File: src/hdl/pbd_pkg.sv
// ----------------------------------------------------------------------------
// pbd_pkg
// Shared types, constants and helper functions of the page boundary detector.
// ----------------------------------------------------------------------------
package pbd_pkg;

  localparam int OFFSET_BITS_DEFAULT = 32;
  localparam int QUEUE_DEPTH_DEFAULT = 4;

  localparam int OUT_OFS_W   = 32;
  localparam int PAGE_W      = 20;
  localparam int LINES_W     = 16;
  localparam int CFG_DATA_W  = 20;
  localparam int CFG_INDEX_W = 3;
  localparam int TDATA_W     = ((OUT_OFS_W + 1 + 7) / 8) * 8;
  localparam int TUSER_W     = 3;

  localparam logic [7:0] CH_NL    = 8'h0A;
  localparam logic [7:0] CH_FF    = 8'h0C;
  localparam logic [7:0] CH_P     = 8'h70;
  localparam logic [7:0] CH_DIG_0 = 8'h30;
  localparam logic [7:0] CH_DIG_9 = 8'h39;

  localparam logic [LINES_W-1:0] LINES_MAX        = '1;
  localparam logic [LINES_W-1:0] TROFF_LINE_START = LINES_W'(1);
  localparam logic [LINES_W-1:0] TROFF_MARK_LEN   = LINES_W'(2);
  localparam logic [PAGE_W-1:0]  PAGE_MAX         = '1;

  localparam logic [LINES_W-1:0] LINES_PER_PAGE_RST = LINES_W'(66);
  localparam logic [PAGE_W-1:0]  RANGE_A_FIRST_RST  = PAGE_W'(1);
  localparam logic [PAGE_W-1:0]  RANGE_A_LAST_RST   = PAGE_W'(99999);
  localparam logic [PAGE_W-1:0]  RANGE_B_FIRST_RST  = PAGE_W'(1);
  localparam logic [PAGE_W-1:0]  RANGE_B_LAST_RST   = PAGE_W'(0);

  typedef enum logic [CFG_INDEX_W-1:0] {
    REG_LINES_PER_PAGE = 3'd0,
    REG_TROFF_MODE     = 3'd1,
    REG_END_FORMFEED   = 3'd2,
    REG_SELECT_ALL     = 3'd3,
    REG_RANGE_A_FIRST  = 3'd4,
    REG_RANGE_A_LAST   = 3'd5,
    REG_RANGE_B_FIRST  = 3'd6,
    REG_RANGE_B_LAST   = 3'd7
  } cfg_index_t;

  typedef struct packed {
    logic [LINES_W-1:0] lines_per_page;
    logic               troff_mode;
    logic               end_formfeed;
    logic               select_all;
    logic [PAGE_W-1:0]  range_a_first;
    logic [PAGE_W-1:0]  range_a_last;
    logic [PAGE_W-1:0]  range_b_first;
    logic [PAGE_W-1:0]  range_b_last;
  } pbd_cfg_t;

  // Which results one input byte causes, and how the closing one looks.
  typedef struct packed {
    logic end_ff;
    logic end_bnd;
    logic end_v;
    logic mid_v;
    logic start_v;
  } pbd_slots_t;

  localparam int SLOTS_W = $bits(pbd_slots_t);

  function automatic logic [PAGE_W-1:0] page_inc(input logic [PAGE_W-1:0] pn);
    page_inc = (pn == PAGE_MAX) ? pn : pn + PAGE_W'(1);
  endfunction

  function automatic logic page_in_set(input pbd_cfg_t cfg, input logic [PAGE_W-1:0] pn);
    page_in_set = cfg.select_all
               || (pn >= cfg.range_a_first && pn <= cfg.range_a_last)
               || (pn >= cfg.range_b_first && pn <= cfg.range_b_last);
  endfunction

endpackage

File: src/hdl/pbd_front.sv
// ----------------------------------------------------------------------------
// pbd_front
// Accepts stream bytes, classifies them and keeps the per-stream counters,
// and hands one record per byte that causes results to the queue.
// ----------------------------------------------------------------------------
module pbd_front #(
  parameter int OFFSET_BITS = pbd_pkg::OFFSET_BITS_DEFAULT
) (
  input  logic                            clk,
  input  logic                            rst,
  input  pbd_pkg::pbd_cfg_t               cfg,
  input  logic                            s_tvalid,
  output logic                            s_tready,
  input  logic [7:0]                      s_tdata,   // data_byte
  input  logic                            s_tlast,   // end_of_input
  input  logic                            queue_full,
  output logic                            push,
  output pbd_pkg::pbd_slots_t             rec_slots,
  output logic [OFFSET_BITS-1:0]          rec_mid_ofs,
  output logic [OFFSET_BITS-1:0]          rec_end_ofs,
  output logic [pbd_pkg::PAGE_W-1:0]      rec_page
);
  import pbd_pkg::*;

  logic [OFFSET_BITS-1:0] byte_count;
  logic [OFFSET_BITS-1:0] line_start;
  logic [LINES_W-1:0]     line_count;
  logic                   page_full;
  logic [PAGE_W-1:0]      page_number;
  logic                   started;

  logic [OFFSET_BITS-1:0] line_start_next;
  logic [LINES_W-1:0]     line_count_next;
  logic                   page_full_next;
  logic [PAGE_W-1:0]      page_number_next;

  logic                   accept;
  logic                   plain;
  logic [OFFSET_BITS-1:0] bc_inc;
  logic [OFFSET_BITS-1:0] bc_inc2;
  logic [LINES_W-1:0]     lc_up;
  logic [1:0]             boundaries;
  logic [PAGE_W:0]        page_sum;

  assign s_tready = !queue_full;
  assign accept   = s_tvalid && s_tready;
  assign plain    = !cfg.troff_mode;
  assign bc_inc   = (byte_count == '1) ? byte_count : byte_count + OFFSET_BITS'(1);
  assign bc_inc2  = (bc_inc == '1) ? bc_inc : bc_inc + OFFSET_BITS'(1);
  assign lc_up    = (line_count == LINES_MAX) ? line_count : line_count + LINES_W'(1);

  always_comb begin
    line_start_next    = line_start;
    line_count_next    = line_count;
    page_full_next     = page_full;
    rec_slots          = '0;
    rec_slots.start_v  = !started && plain;
    rec_mid_ofs        = bc_inc;
    if (plain) begin
      if (s_tdata == CH_NL) begin
        if (lc_up >= cfg.lines_per_page) begin
          rec_slots.mid_v = 1'b1;
          line_count_next = '0;
          page_full_next  = 1'b1;
        end else begin
          line_count_next = lc_up;
        end
      end else if (s_tdata == CH_FF) begin
        if (!page_full) begin
          rec_slots.mid_v = 1'b1;
          line_count_next = '0;
        end
        page_full_next = 1'b0;
      end else begin
        page_full_next = 1'b0;
      end
    end else begin
      if (s_tdata == CH_NL) begin
        rec_slots.mid_v = line_count > TROFF_MARK_LEN;
        rec_mid_ofs     = line_start;
        line_start_next = bc_inc;
        line_count_next = TROFF_LINE_START;
      end else if (s_tdata == CH_P) begin
        line_count_next = (line_count == TROFF_LINE_START) ? TROFF_MARK_LEN : '0;
      end else if (s_tdata >= CH_DIG_0 && s_tdata <= CH_DIG_9) begin
        line_count_next = (line_count >= TROFF_MARK_LEN) ? lc_up : '0;
      end else begin
        line_count_next = '0;
      end
    end
    rec_slots.end_v   = s_tlast;
    rec_slots.end_ff  = plain && cfg.end_formfeed && (line_count_next != '0);
    rec_slots.end_bnd = !plain || !page_full_next;
  end

  assign rec_end_ofs = rec_slots.end_ff ? bc_inc2 : bc_inc;
  assign rec_page    = page_number;
  assign push        = accept && (rec_slots.start_v || rec_slots.mid_v || rec_slots.end_v);

  assign boundaries = 2'(rec_slots.start_v) + 2'(rec_slots.mid_v);
  assign page_sum   = {1'b0, page_number} + (PAGE_W+1)'(boundaries);
  assign page_number_next = (page_sum > {1'b0, PAGE_MAX}) ? PAGE_MAX : page_sum[PAGE_W-1:0];

  always_ff @(posedge clk) begin
    if (rst) begin
      byte_count  <= '0;
      line_start  <= '0;
      line_count  <= '0;
      page_full   <= 1'b0;
      page_number <= '0;
      started     <= 1'b0;
    end else if (accept) begin
      if (s_tlast) begin
        byte_count  <= '0;
        line_start  <= '0;
        line_count  <= '0;
        page_full   <= 1'b0;
        page_number <= '0;
        started     <= 1'b0;
      end else begin
        byte_count  <= bc_inc;
        line_start  <= line_start_next;
        line_count  <= line_count_next;
        page_full   <= page_full_next;
        page_number <= page_number_next;
        started     <= 1'b1;
      end
    end
  end

endmodule

File: src/hdl/pbd_queue.sv
// ----------------------------------------------------------------------------
// pbd_queue
// Short first-in first-out queue of result records between front and back.
// ----------------------------------------------------------------------------
module pbd_queue #(
  parameter int WIDTH = 8,
  parameter int DEPTH = pbd_pkg::QUEUE_DEPTH_DEFAULT
) (
  input  logic             clk,
  input  logic             rst,
  input  logic             push,
  input  logic [WIDTH-1:0] wdata,
  output logic             full,
  input  logic             pop,
  output logic             head_valid,
  output logic [WIDTH-1:0] head_data
);
  import pbd_pkg::*;

  localparam int PTR_W = (DEPTH > 1) ? $clog2(DEPTH) : 1;
  localparam int CNT_W = $clog2(DEPTH + 1);

  logic [WIDTH-1:0] slots [DEPTH];
  logic [PTR_W-1:0] wr_ptr;
  logic [PTR_W-1:0] rd_ptr;
  logic [CNT_W-1:0] count;

  assign full       = (count == CNT_W'(DEPTH));
  assign head_valid = (count != '0);
  assign head_data  = slots[rd_ptr];

  always_ff @(posedge clk) begin
    if (push) begin
      slots[wr_ptr] <= wdata;
    end
  end

  always_ff @(posedge clk) begin
    if (rst) begin
      wr_ptr <= '0;
      rd_ptr <= '0;
      count  <= '0;
    end else begin
      if (push) begin
        wr_ptr <= (wr_ptr == PTR_W'(DEPTH - 1)) ? '0 : wr_ptr + PTR_W'(1);
      end
      if (pop) begin
        rd_ptr <= (rd_ptr == PTR_W'(DEPTH - 1)) ? '0 : rd_ptr + PTR_W'(1);
      end
      if (push && !pop) begin
        count <= count + CNT_W'(1);
      end else if (pop && !push) begin
        count <= count - CNT_W'(1);
      end
    end
  end

endmodule

File: src/hdl/pbd_back.sv
// ----------------------------------------------------------------------------
// pbd_back
// Takes records from the queue and sends their results one beat at a time,
// numbering pages and testing them against the selection ranges.
// ----------------------------------------------------------------------------
module pbd_back #(
  parameter int OFFSET_BITS = pbd_pkg::OFFSET_BITS_DEFAULT
) (
  input  logic                            clk,
  input  logic                            rst,
  input  pbd_pkg::pbd_cfg_t               cfg,
  input  logic                            head_valid,
  input  pbd_pkg::pbd_slots_t             head_slots,
  input  logic [OFFSET_BITS-1:0]          head_mid_ofs,
  input  logic [OFFSET_BITS-1:0]          head_end_ofs,
  input  logic [pbd_pkg::PAGE_W-1:0]      head_page,
  output logic                            pop,
  output logic                            m_tvalid,
  input  logic                            m_tready,
  // bits 31:0 page_offset, bit 32 page_selected, zero above
  output logic [pbd_pkg::TDATA_W-1:0]     m_tdata,
  // bit 0 is_boundary, bit 1 end_result, bit 2 formfeed_appended
  output logic [pbd_pkg::TUSER_W-1:0]     m_tuser,
  output logic                            m_tlast    // last_of_run
);
  import pbd_pkg::*;

  logic [OUT_OFS_W-1:0] out_ofs;
  logic                 out_sel;
  logic                 out_bnd;
  logic                 out_end;
  logic                 out_ff;
  logic                 out_last;
  logic [2:0]           sent;
  logic [PAGE_W-1:0]    page_run;

  logic                   can_load;
  logic                   fire;
  logic [2:0]             pending;
  logic [2:0]             pick;
  logic [2:0]             after;
  logic                   pick_bnd;
  logic [PAGE_W-1:0]      page_cur;
  logic [PAGE_W-1:0]      page_up;
  logic [PAGE_W-1:0]      page_use;
  logic [OFFSET_BITS-1:0] pick_ofs;

  assign can_load = !m_tvalid || m_tready;
  assign fire     = can_load && head_valid;
  assign pending  = {head_slots.end_v, head_slots.mid_v, head_slots.start_v} & ~sent;

  always_comb begin
    pick = 3'b000;
    if (pending[0]) begin
      pick = 3'b001;
    end else if (pending[1]) begin
      pick = 3'b010;
    end else if (pending[2]) begin
      pick = 3'b100;
    end
  end

  assign after    = pending & ~pick;
  assign pick_bnd = pick[2] ? head_slots.end_bnd : 1'b1;
  assign page_cur = (sent == 3'b000) ? head_page : page_run;
  assign page_up  = page_inc(page_cur);
  assign page_use = pick_bnd ? page_up : page_cur;
  assign pick_ofs = pick[0] ? '0 : (pick[1] ? head_mid_ofs : head_end_ofs);
  assign pop      = fire && (after == 3'b000);

  always_ff @(posedge clk) begin
    if (rst) begin
      m_tvalid <= 1'b0;
      sent     <= 3'b000;
    end else if (fire) begin
      m_tvalid <= 1'b1;
      sent     <= (after == 3'b000) ? 3'b000 : (sent | pick);
    end else if (m_tready) begin
      m_tvalid <= 1'b0;
    end
  end

  always_ff @(posedge clk) begin
    if (fire) begin
      out_ofs  <= OUT_OFS_W'(pick_ofs);
      out_sel  <= pick_bnd && page_in_set(cfg, page_up);
      out_bnd  <= pick_bnd;
      out_end  <= pick[2];
      out_ff   <= pick[2] && head_slots.end_ff;
      out_last <= (after == 3'b000);
      page_run <= page_use;
    end
  end

  assign m_tdata = {(TDATA_W - OUT_OFS_W - 1)'(0), out_sel, out_ofs};
  assign m_tuser = {out_ff, out_end, out_bnd};
  assign m_tlast = out_last;

  a_end_closes_run: assert property (@(posedge clk) disable iff (rst)
    m_tvalid && out_end |-> out_last)
    else $error("End result is not the last beat of its run.");

  a_sel_needs_bnd: assert property (@(posedge clk) disable iff (rst)
    m_tvalid && !out_bnd |-> !out_sel)
    else $error("Page selected on a beat that is no boundary.");

  a_ff_on_end: assert property (@(posedge clk) disable iff (rst)
    m_tvalid && out_ff |-> out_end)
    else $error("Formfeed flag on a beat that is not an end result.");

  a_pop_needs_head: assert property (@(posedge clk) disable iff (rst)
    pop |-> head_valid && sent == (sent & {head_slots.end_v, head_slots.mid_v,
                                           head_slots.start_v}))
    else $error("Queue popped without a matching record at its head.");

endmodule

File: src/hdl/page_boundary_detector.sv
// ----------------------------------------------------------------------------
// page_boundary_detector
// Finds page start offsets in a text byte stream, in plain or troff mode.
// ----------------------------------------------------------------------------
// One byte is taken per cycle. Each byte causes zero to three result beats;
// the output sends one beat per cycle while m_tready is high, so a byte that
// causes two or three beats holds the output until all are sent. A queue of
// QUEUE_DEPTH records lets bytes keep arriving while those beats drain, and
// the input stalls only when the queue is full. Each result is registered in
// the queue and again at the output. Configuration writes are taken in any
// cycle and must only be made while no stream results are outstanding.
module page_boundary_detector #(
  parameter int OFFSET_BITS = pbd_pkg::OFFSET_BITS_DEFAULT,
  parameter int QUEUE_DEPTH = pbd_pkg::QUEUE_DEPTH_DEFAULT
) (
  input  logic                              clk,
  input  logic                              rst,
  input  logic                              s_tvalid,
  output logic                              s_tready,
  input  logic [7:0]                        s_tdata,   // data_byte
  input  logic                              s_tlast,   // end_of_input
  output logic                              m_tvalid,
  input  logic                              m_tready,
  // bits 31:0 page_offset, bit 32 page_selected, zero above
  output logic [pbd_pkg::TDATA_W-1:0]       m_tdata,
  // bit 0 is_boundary, bit 1 end_result, bit 2 formfeed_appended
  output logic [pbd_pkg::TUSER_W-1:0]       m_tuser,
  output logic                              m_tlast,   // last_of_run
  input  logic                              cfg_valid,
  output logic                              cfg_ready,
  input  logic [pbd_pkg::CFG_INDEX_W-1:0]   cfg_index,
  input  logic [pbd_pkg::CFG_DATA_W-1:0]    cfg_data
);
  import pbd_pkg::*;

  localparam int REC_W = SLOTS_W + 2 * OFFSET_BITS + PAGE_W;

  pbd_cfg_t               cfg;
  logic                   queue_full;
  logic                   push;
  logic                   pop;
  pbd_slots_t             rec_slots;
  logic [OFFSET_BITS-1:0] rec_mid_ofs;
  logic [OFFSET_BITS-1:0] rec_end_ofs;
  logic [PAGE_W-1:0]      rec_page;
  logic                   head_valid;
  logic [REC_W-1:0]       head_data;
  pbd_slots_t             head_slots;
  logic [OFFSET_BITS-1:0] head_mid_ofs;
  logic [OFFSET_BITS-1:0] head_end_ofs;
  logic [PAGE_W-1:0]      head_page;

  assign cfg_ready = 1'b1;

  always_ff @(posedge clk) begin
    if (rst) begin
      cfg.lines_per_page <= LINES_PER_PAGE_RST;
      cfg.troff_mode     <= 1'b0;
      cfg.end_formfeed   <= 1'b0;
      cfg.select_all     <= 1'b1;
      cfg.range_a_first  <= RANGE_A_FIRST_RST;
      cfg.range_a_last   <= RANGE_A_LAST_RST;
      cfg.range_b_first  <= RANGE_B_FIRST_RST;
      cfg.range_b_last   <= RANGE_B_LAST_RST;
    end else if (cfg_valid && cfg_ready) begin
      unique case (cfg_index_t'(cfg_index))
        REG_LINES_PER_PAGE: cfg.lines_per_page <= cfg_data[LINES_W-1:0];
        REG_TROFF_MODE:     cfg.troff_mode     <= cfg_data[0];
        REG_END_FORMFEED:   cfg.end_formfeed   <= cfg_data[0];
        REG_SELECT_ALL:     cfg.select_all     <= cfg_data[0];
        REG_RANGE_A_FIRST:  cfg.range_a_first  <= cfg_data[PAGE_W-1:0];
        REG_RANGE_A_LAST:   cfg.range_a_last   <= cfg_data[PAGE_W-1:0];
        REG_RANGE_B_FIRST:  cfg.range_b_first  <= cfg_data[PAGE_W-1:0];
        REG_RANGE_B_LAST:   cfg.range_b_last   <= cfg_data[PAGE_W-1:0];
        default:            cfg.troff_mode     <= cfg.troff_mode;
      endcase
    end
  end

  pbd_front #(
    .OFFSET_BITS (OFFSET_BITS)
  ) u_front (
    .clk         (clk),
    .rst         (rst),
    .cfg         (cfg),
    .s_tvalid    (s_tvalid),
    .s_tready    (s_tready),
    .s_tdata     (s_tdata),
    .s_tlast     (s_tlast),
    .queue_full  (queue_full),
    .push        (push),
    .rec_slots   (rec_slots),
    .rec_mid_ofs (rec_mid_ofs),
    .rec_end_ofs (rec_end_ofs),
    .rec_page    (rec_page)
  );

  pbd_queue #(
    .WIDTH (REC_W),
    .DEPTH (QUEUE_DEPTH)
  ) u_queue (
    .clk        (clk),
    .rst        (rst),
    .push       (push),
    .wdata      ({rec_slots, rec_mid_ofs, rec_end_ofs, rec_page}),
    .full       (queue_full),
    .pop        (pop),
    .head_valid (head_valid),
    .head_data  (head_data)
  );

  assign {head_slots, head_mid_ofs, head_end_ofs, head_page} = head_data;

  pbd_back #(
    .OFFSET_BITS (OFFSET_BITS)
  ) u_back (
    .clk          (clk),
    .rst          (rst),
    .cfg          (cfg),
    .head_valid   (head_valid),
    .head_slots   (head_slots),
    .head_mid_ofs (head_mid_ofs),
    .head_end_ofs (head_end_ofs),
    .head_page    (head_page),
    .pop          (pop),
    .m_tvalid     (m_tvalid),
    .m_tready     (m_tready),
    .m_tdata      (m_tdata),
    .m_tuser      (m_tuser),
    .m_tlast      (m_tlast)
  );

endmodule

File: config.mk
export PLATFORM = sky130hd
export DESIGN_NAME = page_boundary_detector
export DESIGN_NICKNAME = d
export VERILOG_FILES = /design/src/hdl/pbd_pkg.sv /design/src/hdl/pbd_front.sv /design/src/hdl/pbd_queue.sv /design/src/hdl/pbd_back.sv /design/src/hdl/page_boundary_detector.sv
export SDC_FILE = /design/constraint.sdc
export NUM_CORES = 1
export LEC_CHECK = 0
export BUFFER_PORTS_ARGS = -buffer_cell sky130_fd_sc_hd__buf_2
export CAP_MARGIN = 40
export CORE_AREA = 2 2 215 259
export DETAILED_ROUTE_END_ITERATION = 16
export DIE_AREA = 0 0 217 261
export HOLD_SLACK_MARGIN = 0.08
export PLACE_DENSITY = 0.74
export SLEW_MARGIN = 20
export SYNTH_ARGS = -nofsm -noshare
export SYNTH_HDL_FRONTEND = slang
export SYNTH_SLANG_ARGS = --single-unit
File: constraint.sdc
create_clock -name clk -period 5.65 [get_ports clk]
set_input_delay 0.2825 -clock clk [delete_from_list [all_inputs] [get_ports clk]]
set_output_delay 0.2825 -clock clk [all_outputs]
set_load 0.05 [all_outputs]
==> out/metrics.csv <==
stage,metric,value,unit
cts,CTS buffer count,61,
final_layout,area grow syn2layout,14.0,%
grt,GRT overflow,0,
floorplan,DIE WIDTH,217,µm
sta,count of final setup violators,0,
synth,"Seq/Total Area, Yosys",56.5,%
final_layout,layout cell share with drive strength beyond 1,15.2,%
min_path,hold endpoint,cfg[80]$_SDFFE_PP1P_,
setup_path,CP endpoint kind,flop,
pwr,pwr dens,454,nW/µm²
placement,DP Worst Slack,0.0919,ns
min_path,Hold Crit Start,cfg_valid,
synth,post-synth cell types,81,
sta,Slew Limit Headroom,41.1,%
cts,largest buffer count on any clock path,3,
setup_path,WP data required,6.16,ns
final_layout,Layout Nets,2865,
floorplan,num rows,94,
drt,drt total wl,74200,µm
setup_path,Top Family by Delay on Critical Path,simple AND/OR/NAND/NOR gates,
cts,"Clk Latency, worst-skew pair",0.67,ns
drt,routed vias,20900,
setup_path,worst-case reg-to-reg path depth,22,
final_layout,"commonest cells after routing, fill and taps aside","edfxtp_1, nand2_1, nor2_1, dfxtp_1, a21oi_1",
sta,final hold violation count,0,
setup_path,FF-to-FF Start,u_front.line_count[15]$_SDFFE_PP0P_,
setup_path,Worst R2R Setup Slack,0.37,ns
sta,Setup TNS Final,0,ns
sta,Max Slew Vio Count,0,
setup_path,CP max stage delay,0.61,ns
floorplan,Die H,261,µm
pwr,VDD IR max,0.419,mV
sta,RSZ-0062 raised after global routing,false,
placement,routability-driven placement congestion ratio,0.949,
min_path,Hold Path Depth,3,
sta,fmax,0.189,GHz
grt,vias in the first global route,21300,
drt,# DRC,0,
sta,final worst slack,0.367,ns
setup_path,CP max FO,20,
drt,metal3 WL,3840,µm
run_status,status,completed,
cts,Worst-path clk slew,0.06,ns
floorplan,DIE AREA,56600,µm²
drt,number of vias per cell,5.98,
floorplan,total core area,54300,µm²
grt,largest net degree at the start of global routing,79,
drt,Iter 0 DRT Violations,1645,
run,max_cap viols,0,
drt,top routing layer in use,met4,
synth,Post-Syn Area,29500,µm²
setup_path,crit path max-delay cell type,or4_1,
grt,first-pass GRT wire length,116000,µm
placement,# port buffers,75,
min_path,Hold Path Class,primary input to flop,
pwr,Leakage,12.0,nW
drt,met1 wire length,29200,µm
setup_path,worst-path cell chain,nand4_1 > or4_1 > and2_1 > a21oi_2 > ha_1 > a211oi_1 > o21ai_0 > a31o_2 > a31o_2 > a21oi_1 > o32ai_2 > fa_1 > ha_1 > nand3_1 > or3_1 > nor2_1 > and3_1 > nand3_1 > buf_4 > a41oi_1 > o22ai_1 > nor2_1,
floorplan,Top Ports,84,
drt,met2 wire len,38200,µm
cts,CTS H-Tree Depth,2,
floorplan,Initial Util,54.4,%
synth,Post-synth EDFFs,413,
setup_path,crit path kind,flop to flop,
cts,root buffer cell,clkbuf_16,
grt,antenna violations before repair,1,
synth,#FFs+latches synth,627,
drt,drt wl/cell,21.3,µm
sta,period utilisation layout,93.5,%
setup_path,WP depth,22,
synth,Main synth FF type,edfxtp_1,
synth,yosys warns,0,
sta,Worst-Margin Slew,0.871,ns
drt,DRT Pass-1 Iters,7,
placement,Detailed Place HPWL,50500,µm
synth,asr flop ratio synth,0,%
sta,minimum clock period,5.28,ns
synth,Synth Instances,2600,
final_layout,"most common cell after layout, fill and taps aside",edfxtp_1,
cts,Post-CTS Setup Inserts,0,
drt,post-route antenna net violation count,0,
synth,Mapped Avg Cell Area,11.4,µm²
setup_path,Startpoint Class,flop,
sta,Fin Clk Skew,0.0389,ns
setup_path,CP bufs+invs,1,
cts,TritonCTS Sinks,627,
cts,CTS tree,built,
setup_path,reg2reg end,u_front.rec_page[5]$_SDFFE_PP0P_,
grt,GR Util All Layers,26.2,%
setup_path,critical path arrival,5.79,ns
==> per-stage QoR <==
step	instances	power [mW]	instance area [µm²]	hold WS (ns)	util, %
2_1_floorplan	2606	9.48	29600	0.381	-
3_3_place_gp	3341	10.9	31100	0.442	57.2
3_5_place_dp	3347	11.1	31200	0.446	57.5
4_1_cts	3487	15.4	33600	0.146	61.8
5_1_grt	3490	16.1	33700	0.213	62.0
6_report	3492	15.3	33700	0.168	62.0
==> layout make-up <==
type                       count  area [µm²]
fill                        4236       20600
sequential                   627       16700
multi-input combinational   1707       11900
clock buffer                  77        1630
timing repair buffer         201        1610
tap                          720         901
clock inverter                39         479
inverter                     119         447
antenna                        2        5.00
==> cells in the mapped netlist, drive strengths merged, types with 57 or more instances <==
cell type,number,area [µm²]
dfxtp,214,4280
xnor2,60,526
mux4,88,1980
a21oi,204,1030
edfxtp,413,12400
clkbuf,117,439
nand2,314,1180
a22oi,63,473
nor2,280,1050
nor3,57,305
ha,109,1360
inv,118,443
==> state kept, by name, indices dropped and copies added (netlist names), 2 cells and up, named ones only <==
register	count
u_queue.rd_ptr	2
u_back.sent	3
u_front.line_start	32
u_front.byte_count	32
u_front.line_count	16
u_queue.count	3
u_queue.wr_ptr	2
u_front.rec_page	20
cfg	99
u_queue.slots	356
u_back.page_run	20
u_back.out_ofs	32
==> timing repair <==
action | CTS | global route
gates resized for setup | 0 | 16
endpoints found under the hold margin | 117 | 0
endpoints found under the setup margin | 0 | 83
hold buffers | 24 | 0
==> routing by layer <==
layer,vias up,track usage [%]
met5,-,0
met4,0,11.9
met3,182,3.17
met2,728,46.6
met1,10300,32.1
li1,9695,-
==> cell families after synthesis <==
logic type,Yosys count,synth area share (%)
simple gates,891,13.9
compound gates,459,9.71
xor+xnor,100,2.96
flops,627,56.5
fa+ha+maj,112,4.78
buf+inv,272,3.73
mux,137,8.39
other cells,2,0.0254
==> worst max path at each step <==
stage	start	to	slack (ns)
finish	u_front.line_count[15]$_SDFFE_PP0P_	u_front.rec_page[5]$_SDFFE_PP0P_	0.37
floorplan	u_front.line_count[1]$_SDFFE_PP0P_	u_front.rec_page[11]$_SDFFE_PP0P_	0.18
detailed placement	u_front.line_count[5]$_SDFFE_PP0P_	u_front.rec_page[4]$_SDFFE_PP0P_	0.09
CTS	u_front.line_count[5]$_SDFFE_PP0P_	u_front.rec_page[5]$_SDFFE_PP0P_	0.05
global placement	u_front.line_count[4]$_SDFFE_PP0P_	u_front.rec_page[11]$_SDFFE_PP0P_	0.19
global route	u_front.line_count[8]$_SDFFE_PP0P_	u_front.rec_page[17]$_SDFFE_PP0P_	0.02
==> worst reg2reg max path, cell delays in order, from the launching register on <==
cell and delay, ns:
dfxtp_1 0.42, nand4_1 0.20, or4_1 0.61, and2_1 0.24, a21oi_2 0.24, ha_1 0.28
a211oi_1 0.23, o21ai_0 0.13, a31o_2 0.24, a31o_2 0.24, a21oi_1 0.19, o32ai_2 0.13
fa_1 0.45, ha_1 0.21, nand3_1 0.12, or3_1 0.17, nor2_1 0.08, and3_1 0.20
nand3_1 0.10, buf_4 0.24, a41oi_1 0.14, o22ai_1 0.21, nor2_1 0.07
==> where the power goes <==
group	switching, mW	internal [mW]
registers	0.221	5.54
logic	3.18	2.12
clock network	1.77	2.46
total	5.17	10.1
(Power assumes the default switching activity.)
